## config.mk

```make
export PLATFORM = sky130hd
export DESIGN_NAME = byte_pattern_find_replace_flat
export DESIGN_NICKNAME = d
export VERILOG_FILES = /design/src/rtl/core/bpfr_pkg.sv /design/src/rtl/core/bpfr_if.sv /design/src/rtl/core/bpfr_cell.sv /design/src/rtl/core/byte_pattern_find_replace.sv /design/src/flat_wrapper.sv
export SDC_FILE = /design/constraint.sdc
export NUM_CORES = 1
export LEC_CHECK = 0
export ABC_AREA = 0
export ABC_CLOCK_PERIOD_IN_PS = 20400
export BUFFER_PORTS_ARGS = -buffer_cell sky130_fd_sc_hd__buf_2
export CELL_PAD_IN_SITES_DETAIL_PLACEMENT = 1
export CELL_PAD_IN_SITES_GLOBAL_PLACEMENT = 1
export CORE_ASPECT_RATIO = 0.8
export CORE_UTILIZATION = 55
export DETAILED_ROUTE_END_ITERATION = 10
export GPL_TIMING_DRIVEN = 0
export PLACE_DENSITY_LB_ADDON = 0.12
export RECOVER_POWER = 50
export SLEW_MARGIN = 20
export SYNTH_ARGS = -nofsm -noshare
export SYNTH_HDL_FRONTEND = slang
export SYNTH_HIERARCHICAL = 1
export SYNTH_SLANG_ARGS = --single-unit
```

## constraint.sdc

```tcl
create_clock -name clk_i -period 20.4 [get_ports clk_i]
set_input_delay 6.12 -clock clk_i [delete_from_list [all_inputs] [get_ports clk_i]]
set_output_delay 6.12 -clock clk_i [all_outputs]
set_load 0.05 [all_outputs]
```

## src/rtl/core/bpfr_pkg.sv

```systemverilog
// ----------------------------------------------------------------------------
// bpfr_pkg
// Shared constants and types of the byte pattern find and replace block.
// ----------------------------------------------------------------------------
package bpfr_pkg;

  // Default window depth in bytes
  localparam int MAX_PATTERN_BYTES_DEF = 24;
  // Bytes held by the three packed pattern words
  localparam int PACKED_BYTES = 24;

  // Configuration port
  localparam int CFG_DATA_W = 64;
  localparam int CFG_IDX_W  = 3;
  localparam int LEN_W      = 5;

  // Register indexes
  localparam logic [CFG_IDX_W-1:0] REG_PAT_A  = 3'd0;
  localparam logic [CFG_IDX_W-1:0] REG_PAT_B  = 3'd1;
  localparam logic [CFG_IDX_W-1:0] REG_PAT_C  = 3'd2;
  localparam logic [CFG_IDX_W-1:0] REG_REPL_A = 3'd3;
  localparam logic [CFG_IDX_W-1:0] REG_REPL_B = 3'd4;
  localparam logic [CFG_IDX_W-1:0] REG_REPL_C = 3'd5;
  localparam logic [CFG_IDX_W-1:0] REG_LEN    = 3'd6;

  // Per-cell control from the window controller
  typedef struct packed {
    logic pop;     // shift towards the head
    logic load;    // take the incoming byte
    logic cmp_en;  // cell lies inside the pattern length
    logic repl;    // overwrite with the replacement byte
  } cell_ctrl_t;

endpackage

```

## src/rtl/core/bpfr_if.sv

```systemverilog
// ----------------------------------------------------------------------------
// bpfr_if
// Valid/ready stream interfaces for input bytes and result bytes.
// ----------------------------------------------------------------------------
interface bpfr_in_if;
  logic       valid;
  logic       ready;
  logic [7:0] data_byte;
  logic       stream_end;

  modport source (output valid, output data_byte, output stream_end, input ready);
  modport sink   (input valid, input data_byte, input stream_end, output ready);
endinterface

interface bpfr_out_if;
  logic       valid;
  logic       ready;
  logic [7:0] out_byte;
  logic       out_last;
  logic       found;

  modport source (output valid, output out_byte, output out_last, output found,
                  input ready);
  modport sink   (input valid, input out_byte, input out_last, input found,
                  output ready);
endinterface

```

## src/rtl/core/bpfr_cell.sv

```systemverilog
// ----------------------------------------------------------------------------
// bpfr_cell
// One window position: holds a byte, compares it and shifts it on.
// ----------------------------------------------------------------------------
module bpfr_cell
  import bpfr_pkg::*;
(
  input  logic       clk_i,
  input  cell_ctrl_t ctrl_i,
  input  logic [7:0] new_byte_i,
  input  logic [7:0] nbr_byte_i,
  input  logic [7:0] pat_byte_i,
  input  logic [7:0] rep_byte_i,
  output logic [7:0] byte_o,
  output logic       match_o
);

  logic [7:0] byte_q, byte_d;
  logic [7:0] val;

  // Window content after this cycle's shift and append
  always_comb begin
    if (ctrl_i.load) begin
      val = new_byte_i;
    end else if (ctrl_i.pop) begin
      val = nbr_byte_i;
    end else begin
      val = byte_q;
    end
    byte_d = ctrl_i.repl ? rep_byte_i : val;
  end

  // Cells beyond the pattern length never veto a match
  assign match_o = !ctrl_i.cmp_en || (val == pat_byte_i);

  always_ff @(posedge clk_i) begin
    byte_q <= byte_d;
  end

  assign byte_o = byte_q;

endmodule

```

## src/rtl/core/byte_pattern_find_replace.sv

```systemverilog
// ----------------------------------------------------------------------------
// byte_pattern_find_replace
// Streaming byte search: first match of the pattern is overwritten.
// ----------------------------------------------------------------------------
// Throughput: one byte per cycle in steady state, while the result side is ready.
// Output: a byte moves to the result register on the first pop after the transaction
//   that fills the window behind it, i.e. L-1 input bytes after its own.
// On stream_end the window drains one byte per cycle through the result register,
//   while the result side is ready; input is taken again in the cycle the final byte goes out.
// Reset: control and configuration clear at once (length to 1); no clearing pass.
module byte_pattern_find_replace
  import bpfr_pkg::*;
#(
  parameter int MAX_PATTERN_BYTES = MAX_PATTERN_BYTES_DEF
) (
  input  logic                  clk_i,
  input  logic                  rst_ni,
  bpfr_in_if.sink               in_ch,
  bpfr_out_if.source            out_ch,
  input  logic                  cfg_we_i,
  input  logic [CFG_IDX_W-1:0]  cfg_idx_i,
  input  logic [CFG_DATA_W-1:0] cfg_data_i
);

  localparam int WIN   = (MAX_PATTERN_BYTES < PACKED_BYTES) ? MAX_PATTERN_BYTES
                                                            : PACKED_BYTES;
  localparam int CNT_W = $clog2(WIN + 1);

  // Configuration registers
  logic [CFG_DATA_W-1:0] pat_a_q, pat_b_q, pat_c_q;
  logic [CFG_DATA_W-1:0] rep_a_q, rep_b_q, rep_c_q;
  logic [LEN_W-1:0]      plen_q;

  always_ff @(posedge clk_i or negedge rst_ni) begin
    if (!rst_ni) begin
      pat_a_q <= '0;
      pat_b_q <= '0;
      pat_c_q <= '0;
      rep_a_q <= '0;
      rep_b_q <= '0;
      rep_c_q <= '0;
      plen_q  <= LEN_W'(1);
    end else if (cfg_we_i) begin
      case (cfg_idx_i)
        REG_PAT_A:  pat_a_q <= cfg_data_i;
        REG_PAT_B:  pat_b_q <= cfg_data_i;
        REG_PAT_C:  pat_c_q <= cfg_data_i;
        REG_REPL_A: rep_a_q <= cfg_data_i;
        REG_REPL_B: rep_b_q <= cfg_data_i;
        REG_REPL_C: rep_c_q <= cfg_data_i;
        REG_LEN:    plen_q  <= cfg_data_i[LEN_W-1:0];
        default: ;
      endcase
    end
  end

  logic [3*CFG_DATA_W-1:0] pat_vec, rep_vec;
  assign pat_vec = {pat_c_q, pat_b_q, pat_a_q};
  assign rep_vec = {rep_c_q, rep_b_q, rep_a_q};

  // Effective length clamped to 1 .. WIN
  logic [CNT_W-1:0] len_eff;
  always_comb begin
    if (plen_q == '0) begin
      len_eff = CNT_W'(1);
    end else if (32'(plen_q) > 32'(WIN)) begin
      len_eff = CNT_W'(WIN);
    end else begin
      len_eff = CNT_W'(plen_q);
    end
  end

  // Window control state
  logic [CNT_W-1:0] fill_q, pend_q;
  logic             md_q, flush_q;
  logic             out_valid_q, out_last_q, found_q;
  logic [7:0]       out_byte_q;

  logic             out_free, pop, fin_pop, accept, in_ready;
  logic             md_e, do_cmp, all_match, repl;
  logic [CNT_W-1:0] fill_e, pend_new;
  logic [CNT_W:0]   fill_new;

  logic [7:0]       win_byte [WIN];
  logic [WIN-1:0]   match_vec;

  assign out_free = !out_valid_q || out_ch.ready;
  assign pop      = (pend_q != '0) && out_free;
  assign fin_pop  = pop && flush_q && (pend_q == CNT_W'(1));
  assign in_ready = (pend_q == '0) || ((pend_q == CNT_W'(1)) && out_free);
  assign accept   = in_ch.valid && in_ready;

  // State as seen by the incoming byte, after this cycle's pop
  assign fill_e   = fill_q - CNT_W'(pop);
  assign md_e     = fin_pop ? 1'b0 : md_q;
  assign fill_new = {1'b0, fill_e} + (CNT_W+1)'(1);

  assign do_cmp    = (fill_new == {1'b0, len_eff}) && !md_e;
  assign all_match = &match_vec;
  assign repl      = accept && do_cmp && all_match;

  // Bytes to emit for the accepted transaction
  always_comb begin
    if (in_ch.stream_end) begin
      pend_new = fill_new[CNT_W-1:0];
    end else if (fill_new >= {1'b0, len_eff}) begin
      pend_new = CNT_W'(fill_new - {1'b0, len_eff} + (CNT_W+1)'(1));
    end else begin
      pend_new = '0;
    end
  end

  // Row of window cells, head at index 0
  for (genvar k = 0; k < WIN; k++) begin : g_cell
    cell_ctrl_t ctrl;
    logic [7:0] nbr;

    assign ctrl.pop    = pop;
    assign ctrl.load   = accept && (fill_e == CNT_W'(k));
    assign ctrl.cmp_en = CNT_W'(k) < len_eff;
    assign ctrl.repl   = repl;

    if (k == WIN - 1) begin : g_tail
      assign nbr = win_byte[k];
    end else begin : g_mid
      assign nbr = win_byte[k+1];
    end

    bpfr_cell u_cell (
      .clk_i      (clk_i),
      .ctrl_i     (ctrl),
      .new_byte_i (in_ch.data_byte),
      .nbr_byte_i (nbr),
      .pat_byte_i (pat_vec[8*k +: 8]),
      .rep_byte_i (rep_vec[8*k +: 8]),
      .byte_o     (win_byte[k]),
      .match_o    (match_vec[k])
    );
  end

  // Fill, pending count and stream flags
  always_ff @(posedge clk_i or negedge rst_ni) begin
    if (!rst_ni) begin
      fill_q  <= '0;
      pend_q  <= '0;
      md_q    <= 1'b0;
      flush_q <= 1'b0;
    end else begin
      md_q <= md_e | repl;
      if (accept) begin
        fill_q  <= fill_new[CNT_W-1:0];
        pend_q  <= pend_new;
        flush_q <= in_ch.stream_end;
      end else begin
        fill_q  <= fill_e;
        pend_q  <= pend_q - CNT_W'(pop);
        if (fin_pop) begin
          flush_q <= 1'b0;
        end
      end
    end
  end

  // Result register
  always_ff @(posedge clk_i or negedge rst_ni) begin
    if (!rst_ni) begin
      out_valid_q <= 1'b0;
    end else if (pop) begin
      out_valid_q <= 1'b1;
    end else if (out_ch.ready) begin
      out_valid_q <= 1'b0;
    end
  end

  always_ff @(posedge clk_i) begin
    if (pop) begin
      out_byte_q <= win_byte[0];
      out_last_q <= flush_q && (pend_q == CNT_W'(1));
      found_q    <= md_q;
    end
  end

  assign in_ch.ready     = in_ready;
  assign out_ch.valid    = out_valid_q;
  assign out_ch.out_byte = out_byte_q;
  assign out_ch.out_last = out_last_q;
  assign out_ch.found    = found_q;

endmodule

```

## src/flat_wrapper.sv

```systemverilog
// flat-port wrapper written by rule: the top's interface ports become plain ports
module byte_pattern_find_replace_flat import bpfr_pkg::*;
#(
  parameter int MAX_PATTERN_BYTES = MAX_PATTERN_BYTES_DEF
)
  (clk_i, rst_ni, cfg_we_i, cfg_idx_i, cfg_data_i, in_ch_valid, in_ch_data_byte, in_ch_stream_end, in_ch_ready, out_ch_valid, out_ch_out_byte, out_ch_out_last, out_ch_found, out_ch_ready);
  bpfr_in_if in_ch_i ();
  bpfr_out_if out_ch_i ();
  input  logic clk_i;
  input  logic rst_ni;
  input  logic cfg_we_i;
  input  logic [CFG_IDX_W-1:0] cfg_idx_i;
  input  logic [CFG_DATA_W-1:0] cfg_data_i;
  input wire logic [$bits(in_ch_i.valid)-1:0] in_ch_valid;
  input wire logic [$bits(in_ch_i.data_byte)-1:0] in_ch_data_byte;
  input wire logic [$bits(in_ch_i.stream_end)-1:0] in_ch_stream_end;
  output wire logic [$bits(in_ch_i.ready)-1:0] in_ch_ready;
  output wire logic [$bits(out_ch_i.valid)-1:0] out_ch_valid;
  output wire logic [$bits(out_ch_i.out_byte)-1:0] out_ch_out_byte;
  output wire logic [$bits(out_ch_i.out_last)-1:0] out_ch_out_last;
  output wire logic [$bits(out_ch_i.found)-1:0] out_ch_found;
  input wire logic [$bits(out_ch_i.ready)-1:0] out_ch_ready;
  assign in_ch_i.valid = in_ch_valid;
  assign in_ch_i.data_byte = in_ch_data_byte;
  assign in_ch_i.stream_end = in_ch_stream_end;
  assign in_ch_ready = in_ch_i.ready;
  assign out_ch_valid = out_ch_i.valid;
  assign out_ch_out_byte = out_ch_i.out_byte;
  assign out_ch_out_last = out_ch_i.out_last;
  assign out_ch_found = out_ch_i.found;
  assign out_ch_i.ready = out_ch_ready;
  byte_pattern_find_replace #(.MAX_PATTERN_BYTES(MAX_PATTERN_BYTES)) u_core (.clk_i(clk_i), .rst_ni(rst_ni), .in_ch(in_ch_i), .out_ch(out_ch_i), .cfg_we_i(cfg_we_i), .cfg_idx_i(cfg_idx_i), .cfg_data_i(cfg_data_i));
endmodule
```

==> results.txt, run 1 <==
----------------------------------------------------
[Clock tree]
  CTS tree ... done
  # hold bufs at CTS ... 0
  Worst-path clk slew ... 60 ps
  Number of clock buffers inserted by TritonCTS ... 67
  Post-CTS sizing ... 0
  Root buf cell ... sky130_fd_sc_hd__clkbuf_16
  Deepest level of the CTS H-tree ... 3
  Buffer levels on the longest clock path ... 3
  Clock tree sinks ... 604
  Number of buffers added for setup after CTS ... 0
  Clock insertion delay at the later pin of the skew report ... ~600 ps

[Setup path]
  Reg-to-reg startpoint ... u_core/pend_q[2]$_DFF_PN0_
  Critical Path Max Stage Delay ... roughly 1600 ps
  Path depth of the worst reg2reg path ... 30
  Most Frequent Cell on Critical Path ... sky130_fd_sc_hd__buf_16
  Endpoint of the lowest-slack register-to-register path ... u_core/g_cell[2].u_cell/byte_o[3]$_DFF_P_
  Worst-case register-to-register setup slack ... a little over 10000 ps
  Crit path DAT ... ~16000 ps
  Worst path required time ... ~21000 ps
  Maximum fanout along the worst path ... 23
  Slowest cell on the critical path ... sky130_fd_sc_hd__nor2_1
  Dominant delay contributor by cell family on the critical path ... simple AND/OR/NAND/NOR gates
  Type of the worst setup path ... in -> reg
  Critical path endpoint category ... flop
  Crit path launch type ... input pin
  Critical path buffer and inverter count ... 11

[Route]
  Number of vias per cell after detailed routing ... around 6.7
  Final routed DRC violation total ... 4
  First-iteration detailed-routing DRC count ... about 2500
  Per-cell routed wire length ... approximately 29 um
  Final ANT Viol Nets ... 0
  Routed vias ... 26930
  Total Routed Length ... 116.6 mm
  First drt pass iteration count ... 9

[Yosys]
  Number of enable-type register cells in the synthesized netlist ... 10
  Synth Instances ... a little over 3000
  Syn. warnings ... 6
  Synth Area in Compound Gates ... approximately a fifth
  Number of storage elements in the synthesis netlist ... 604
  Mean post-synth cell area ... 10.83 um2
  Sequential element share of the synthesized area ... between 40 and 50%
  Synthesized-area fraction occupied by adder cells ... less than 1%
  Multiplexer area fraction after synthesis ... 20.72%
  Synth Area in XOR/XNOR ... less than 1%
  Share of flip-flops with an asynchronous set or reset ... 66.56%
  Total nets after synthesis ... 3135
  Cell area after synthesis ... roughly 33000 um2
  Largest family of logic cells by synthesized area ... multiplexers
  Simple-gate portion of the synthesized area ... between 10% and 20%
  Number of different library cells in the post-synthesis netlist ... 54
  Leading register cell type out of synthesis ... sky130_fd_sc_hd__dfrtp_1

[Min path]
  Worst hold start ... u_core/g_cell[0].u_cell/byte_o[7]$_DFF_P_
  Hold Path Sink ... u_core/out_ch.out_byte[7]$_DFFE_PN_
  Hold path depth ... 0
  Worst hold path type ... reg -> reg

[Power]
  Static Leak ... approximately 17 nW
  Switching power ... roughly 1.6 mW
  Seq pwr share ... 41.4%
  Share of total power in combinational logic ... between 30% and 40%
  Internal cell power ... just under 3 mW
  Power Dens Cells ... between 100 and 150 nW/um2
  Clock network power share ... approximately 28%
  Maximum VDD drop ... 0.07913 mV
  Switching portion of total power ... 34.90%
  Overall power after layout ... around 4.4 mW

[Placement]
  Placed instance area ... around 35000 um2
  DP Cell Count ... just under 4000
  Worst Setup Slack post-DPL ... 5944 ps
  Total half-perimeter wirelength after legalization and detailed placement ... approximately 81 mm
  IO Port Bufs ... 90
  Gp weighted congestion ... 0.9700

[Global route]
  Largest net degree at the start of global routing ... 97
  Total GRT Usage ... about two fifths
  Wire length of the first global-routing pass ... around 180 mm
  Number of antenna violations at the first check in global routing ... 4
  Overflow left after global routing ... 0
  Number of global-route vias before repair ... 27890

[Timing]
  Final period utilization ... about three quarters
  Sum of negative setup slack ... 0 ps
  Final setup vio count ... 0
  Hold slack ... roughly 440 ps
  Number of hold-slack violations in the final timing report ... 0
  Worst Tran Pin Value ... about 5200 ps
  Final critical-path setup slack ... around 5400 ps
  Achievable clock frequency ... around 67 MHz
  Slew headroom ... -243.6%
  Layout Skew ... about 17 ps
  Min Tclk post-route ... roughly 15000 ps
  Unrepaired setup endpoints after global routing ... false
  Slew Limit Fails ... between 200 and 300

[Job]
  Max-cap violations ... 7

[Layout]
  Post-layout nets ... 3310
  Syn-to-layout area delta ... 12.20%
  Proportion of layout cells with a drive suffix above 1 ... between 20% and 30%
  Post-Route Utilization ... a little over three fifths
  Final design instance area without fill ... roughly 37000 um2
  Count of placed standard cells in the final layout, fillers left out ... between 4000 and 5000

[Floorplan]
  Standard-cell row count ... 79
  Die Footprint ... between 60000 and 70000 um2
  Core Box Area ... between 50000 and 60000 um2
  Overall die width ... about 280 um
  Chip Height ... around 220 um
  Total I/O pin count ... 93
  Starting utilization of the core area ... 56.02%

[Outcome]
  Outcome ... complete, but fails checks
  Failing checks ... DRC, capacitance limit, slew limit

----------------------------------------------------
-- cells in the mapped netlist, drive strengths merged, types with 26 or more instances --
master  number  area, um2
a211oi     193       1582
a21o        27      202.7
a21oi      183      919.6
and2       191       1195
buf         37      335.3
clkbuf     133      499.2
dfrtp      401      10030
dfxtp      192       3844
inv         46      172.7
mux2       557       6543
mux2i       26      260.3
nand2      214      813.3
nand2b     172       1079
nor2b       29      181.4
o211a      168       1682
o211ai      53      397.9
o21ai      176      880.8
o22ai       72      450.4
-- cell usage in the layout (no fill, tap or decap), types with 79 or more instances in the layout --
cell / n
sky130_fd_sc_hd__mux2_2: 480
sky130_fd_sc_hd__dfrtp_1: 401
sky130_fd_sc_hd__nand2_1: 212
sky130_fd_sc_hd__dfxtp_1: 192
sky130_fd_sc_hd__and2_1: 191
sky130_fd_sc_hd__a21oi_1: 183
sky130_fd_sc_hd__o21ai_0: 176
sky130_fd_sc_hd__clkbuf_1: 171
sky130_fd_sc_hd__nand2b_1: 171
sky130_fd_sc_hd__a211oi_1: 168
sky130_fd_sc_hd__o211a_1: 168
sky130_fd_sc_hd__buf_2: 79
-- cell families after synthesis --
group / count (synthesis)
xor+xnor: 16
fa+ha+maj: 22
flops: 604
other cells: 1
compound gates: 929
buf+inv: 216
simple gates: 661
mux: 583
-- state kept, by name (all words and copies together) (netlist names) --
name	flops
u_core/rep_a_q	64
u_core/g_cell.u_cell/byte_o	192
u_core/pat_b_q	64
u_core/out_ch.out_byte	8
u_core/fill_q	5
u_core/plen_q	5
u_core/pat_c_q	64
u_core/rep_c_q	64
u_core/out_ch.found	1
u_core/md_q	1
u_core/out_ch.out_last	1
u_core/flush_q	1
u_core/out_ch.valid	1
u_core/pend_q	5
u_core/rep_b_q	64
u_core/pat_a_q	64
-- power groups by stage --
stage | Combinational (mW) | Sequential (mW) | Clock (mW)
floorplan | 0.968 | 1.69 | 0
global placement | 1.25 | 1.82 | 0
detailed placement | 1.31 | 1.84 | 0
CTS | 1.33 | 1.82 | 1.27
global route | 1.45 | 1.86 | 1.31
finish | 1.35 | 1.84 | 1.25
-- layer usage --
layer,routed length (um),vias to the layer above,global-route usage (%)
met2,51320,1106,58.00
met1,52360,13960,55.01
met3,8178,251,6.609
met5,0,-,0
met4,4751,0,16.37
li1,-,11620,-
-- how the worst max path moves through the flow --
stage                     depth (start not counted)    startpoint  slack [ps]                                         to
after floorplan                                  19  out_ch_ready        3880  u_core/g_cell[0].u_cell/byte_o[0]$_DFF_P_
after global placement                           18  out_ch_ready       -7320  u_core/g_cell[7].u_cell/byte_o[2]$_DFF_P_
after detailed placement                         26  out_ch_ready        5940  u_core/g_cell[3].u_cell/byte_o[4]$_DFF_P_
after CTS                                        27  out_ch_ready        6510  u_core/g_cell[2].u_cell/byte_o[3]$_DFF_P_
after global routing                             28  out_ch_ready        5090  u_core/g_cell[3].u_cell/byte_o[5]$_DFF_P_
final                                            29  out_ch_ready        5370  u_core/g_cell[2].u_cell/byte_o[3]$_DFF_P_
-- area by class of cell --
type | instances | area [um2]
Sequential cell | 604 | 14200
Buffer | 170 | 830.8
Clock inverter | 18 | 203.9
Fill cell | 6159 | 21770
Antenna cell | 3 | 7.507
Timing Repair Buffer | 106 | 803.3
Clock buffer | 104 | 2041
Tap cell | 769 | 962.2
Inverter | 46 | 172.7
Multi-Input combinational cell | 2212 | 17620
Note: power is estimated with default switching activity, not from simulation.
==> run 2: changes to the inputs <==
ABC_AREA = 1   (was 0)
ABC_CLOCK_PERIOD_IN_PS = 15100   (was 20400)
CORE_UTILIZATION = 46   (was 55)
clock period = 15.1 ns   (was 20.4 ns; I/O delays follow)
==> run 2 against run 1 <==
Effect of this change: synthesized cell count rose by 46%; die area rose by 13%; hold slack got worse by 1.3 ps; critical path depth rose by 8; the flow finishes with violations (capacitance limit, slew limit); first-iteration DRC count rose by 1.9%; final area fell by 4.2%; utilization fell by 9.6 points; critical path type unchanged; area after synthesis fell by 5.2%; highest routed layer unchanged.
==> results.txt, run 2 <==
----------------------------------------------------
[Floorplan]
  Die Footprint ... about 69000 um2
  Chip Height ... ~230 um
  Core Box Area ... between 60000 and 70000 um2
  Standard-cell row count ... 84
  Overall die width ... 292.8 um
  Total I/O pin count ... 93
  Starting utilization of the core area ... a little under half

[Route]
  First-iteration detailed-routing DRC count ... 2516
  Final routed DRC violation total ... 0
  First drt pass iteration count ... 6
  Routed vias ... about 31000
  Per-cell routed wire length ... roughly 22 um
  Final ANT Viol Nets ... 0
  Total Routed Length ... between 100 and 150 mm
  Number of vias per cell after detailed routing ... 5.528

[Setup path]
  Critical path endpoint category ... flop
  Crit path launch type ... input pin
  Crit path DAT ... 13190 ps
  Reg-to-reg startpoint ... u_core/pend_q[2]$_DFF_PN0_
  Worst path required time ... around 16000 ps
  Origin of the worst setup path ... out_ch_ready
  Type of the worst setup path ... in -> reg
  Slowest cell on the critical path ... sky130_fd_sc_hd__clkbuf_1
  Maximum fanout along the worst path ... 30
  Most Frequent Cell on Critical Path ... sky130_fd_sc_hd__nand2_1
  Critical Path Max Stage Delay ... a little under 2000 ps

[Layout]
  Leading cell type in the layout, fill and taps excluded ... sky130_fd_sc_hd__nand2_1
  Count of placed standard cells in the final layout, fillers left out ... around 5600
  Final design instance area without fill ... between 30000 and 40000 um2
  Proportion of layout cells with a drive suffix above 1 ... just over 8%
  Filler Cell Count ... between 8000 and 9000
  Syn-to-layout area delta ... 13.47%
  Most used cells in the layout excluding fill and tap cells ... sky130_fd_sc_hd__nand2_1 (1764), sky130_fd_sc_hd__o21ai_0 (592), sky130_fd_sc_hd__nand3_1 (443)
  Post-layout nets ... approximately 4700
  Number of flip-flops under the largest register name ... 192

[Timing]
  Worst Tran Pin Value ... roughly 4900 ps
  Unrepaired setup endpoints after global routing ... false
  Min Tclk post-route ... 12660 ps
  Final setup vio count ... 0
  Final period utilization ... 83.87%
  Number of hold-slack violations in the final timing report ... 0
  Achievable clock frequency ... slightly below 80 MHz
  Slew headroom ... -229.0%
  Layout Skew ... around 22 ps
  Slew Limit Fails ... roughly 170
  Sum of negative setup slack ... 0 ps
  Hold slack ... between 400 and 500 ps

[Yosys]
  Sequential element share of the synthesized area ... 45.65%
  Leading post-synthesis cells by cell area ... sky130_fd_sc_hd__dfrtp_1 (32%), sky130_fd_sc_hd__nand2_1 (21%), sky130_fd_sc_hd__dfxtp_1 (12%), sky130_fd_sc_hd__o21ai_0 (9.5%), sky130_fd_sc_hd__nand3_1 (7.1%)
  Synth Area in Compound Gates ... about a tenth
  Number of enable-type register cells in the synthesized netlist ... 10
  Syn. warnings ... 6
  Largest family of logic cells by synthesized area ... simple AND/OR/NAND/NOR gates
  Number of storage elements in the synthesis netlist ... about 600
  Cell type with the largest total area after synthesis ... sky130_fd_sc_hd__dfrtp_1
  Total nets after synthesis ... 4521
  Synthesized-area fraction occupied by adder cells ... less than 1%
  Top-count cell post-synth ... sky130_fd_sc_hd__nand2_1
  Multiplexer area fraction after synthesis ... 0%
  Simple-gate portion of the synthesized area ... about a third
  Mean post-synth cell area ... approximately 7 um2
  Leading register cell type out of synthesis ... sky130_fd_sc_hd__dfrtp_1
  Synth Area in XOR/XNOR ... less than 1%
  Fraction of synthesized cell area taken by the top area cell type ... between 30 and 40%
  Share of flip-flops with an asynchronous set or reset ... about two thirds
  Cell area after synthesis ... 31120 um2
  Commonest cells in the netlist ... sky130_fd_sc_hd__nand2_1 (1764), sky130_fd_sc_hd__o21ai_0 (592), sky130_fd_sc_hd__nand3_1 (442), sky130_fd_sc_hd__inv_1 (408), sky130_fd_sc_hd__dfrtp_1 (401)
  Number of different library cells in the post-synthesis netlist ... 40
  Synth Instances ... 4418

[Power]
  Switching portion of total power ... 40.35%
  Switching power ... between 2 and 3 mW
  Internal cell power ... 3.821 mW
  Overall power after layout ... 6.406 mW
  Static Leak ... about 17 nW
  Share of total power in combinational logic ... ~34%
  Maximum VDD drop ... 0.09143 mV
  Seq pwr share ... around 39%
  Clock network power share ... ~27%
  Power Dens Cells ... between 150 and 200 nW/um2

[Clock tree]
  Worst-path clk slew ... about 60 ps
  Number of clock buffers inserted by TritonCTS ... 68
  Post-CTS sizing ... 0
  Deepest level of the CTS H-tree ... 3
  Number of buffers added for setup after CTS ... 0
  Clock tree sinks ... around 600
  Root buf cell ... sky130_fd_sc_hd__clkbuf_16
  CTS tree ... done
  Clock insertion delay at the later pin of the skew report ... about 620 ps
  Buffer levels on the longest clock path ... 3
  # hold bufs at CTS ... 0

[Global route]
  Number of global-route vias before repair ... around 31000
  Overflow left after global routing ... 0
  Wire length of the first global-routing pass ... about 180 mm
  Largest net degree at the start of global routing ... 92
  Total GRT Usage ... 34.78%
  Number of antenna violations at the first check in global routing ... 5

[Placement]
  Gp weighted congestion ... ~0.90
  Placed instance area ... 33080 um2
  DP Cell Count ... 5426
  IO Port Bufs ... 92
  Total half-perimeter wirelength after legalization and detailed placement ... around 84 mm

[Min path]
  Worst hold start ... u_core/g_cell[0].u_cell/byte_o[0]$_DFF_P_
  Worst hold path type ... reg -> reg

[Job]
  Max-cap violations ... 3

[Outcome]
  Outcome ... complete, but fails checks
  Failing checks ... capacitance limit, slew limit

----------------------------------------------------
-- run 2: power groups by stage --
stage | Sequential, mW | Clock, mW | Combinational, mW
final | 2.49 | 1.72 | 2.19
after global routing | 2.53 | 1.80 | 2.49
after CTS | 2.48 | 1.75 | 2.18
after detailed placement | 2.50 | 0 | 2.15
after global placement | 2.49 | 0 | 2.04
after floorplan | 2.35 | 0 | 1.52
-- run 2: worst paths after layout --
kind | end | slack, ps | cells after the start
worst max-delay path | u_core/g_cell[14].u_cell/byte_o[7]$_DFF_P_ | 2440 | 37
worst min-delay path | u_core/out_ch.out_byte[0]$_DFFE_PN_ | 440 | 0
worst max register to register | u_core/g_cell[14].u_cell/byte_o[7]$_DFF_P_ | 5880 | 36
worst min register to register | u_core/out_ch.out_byte[0]$_DFFE_PN_ | 440 | 0
max in group asynchronous | u_core/rep_a_q[9]$_DFFE_PN0P_ | 4360 | 3
min in group asynchronous | u_core/pat_b_q[41]$_DFFE_PN0P_ | 5690 | 1
-- run 2: worst max-delay path: cells and delay by family --
family                     cells  cell delay, ps
buffers and inverters         13            4130
and+or+nand+nor               21            3710
adders and majority gates      2             640
AOI/OAI and AO/OA              1             110
-- run 2: through the flow --
step,setup slack [ps],util [%]
detailed placement,3773,49.88
global route,2055,53.22
finish,2435,53.24
global placement,-7048,49.32
floorplan,2572,-
CTS,4378,53.33
-- run 2: cells by family after synthesis --
family	count (synthesis)
buffers and inverters	621
xor gates and xnor gates	8
adders and majority gates	22
DFF	604
other	1
AOI/OAI and AO/OA	612
and+or+nand+nor	2550
-- run 2: layer usage --
metal | up-vias | GRT usage [%] | wire (um)
met5 | - | 0 | 0
met4 | 0 | 11.42 | 3685
met3 | 198 | 4.682 | 6755
met2 | 817 | 56.28 | 55310
met1 | 15380 | 48.04 | 53870
li1 | 14310 | - | -
-- run 2: area by class of cell --
| class | instances | area [um2] | area share (%) |
|---|---|---|---|
| buffer | 159 | 874.6 | 2.477 |
| clock inverter | 15 | 161.4 | 0.4571 |
| clock buffer | 107 | 2122 | 6.010 |
| tap | 903 | 1130 | 3.200 |
| timing repair buffer | 105 | 765.7 | 2.169 |
| multi-input combinational | 3193 | 14300 | 40.50 |
| sequential | 604 | 14200 | 40.23 |
| antenna | 5 | 12.51 | 0.03544 |
| inverter | 462 | 1738 | 4.922 |
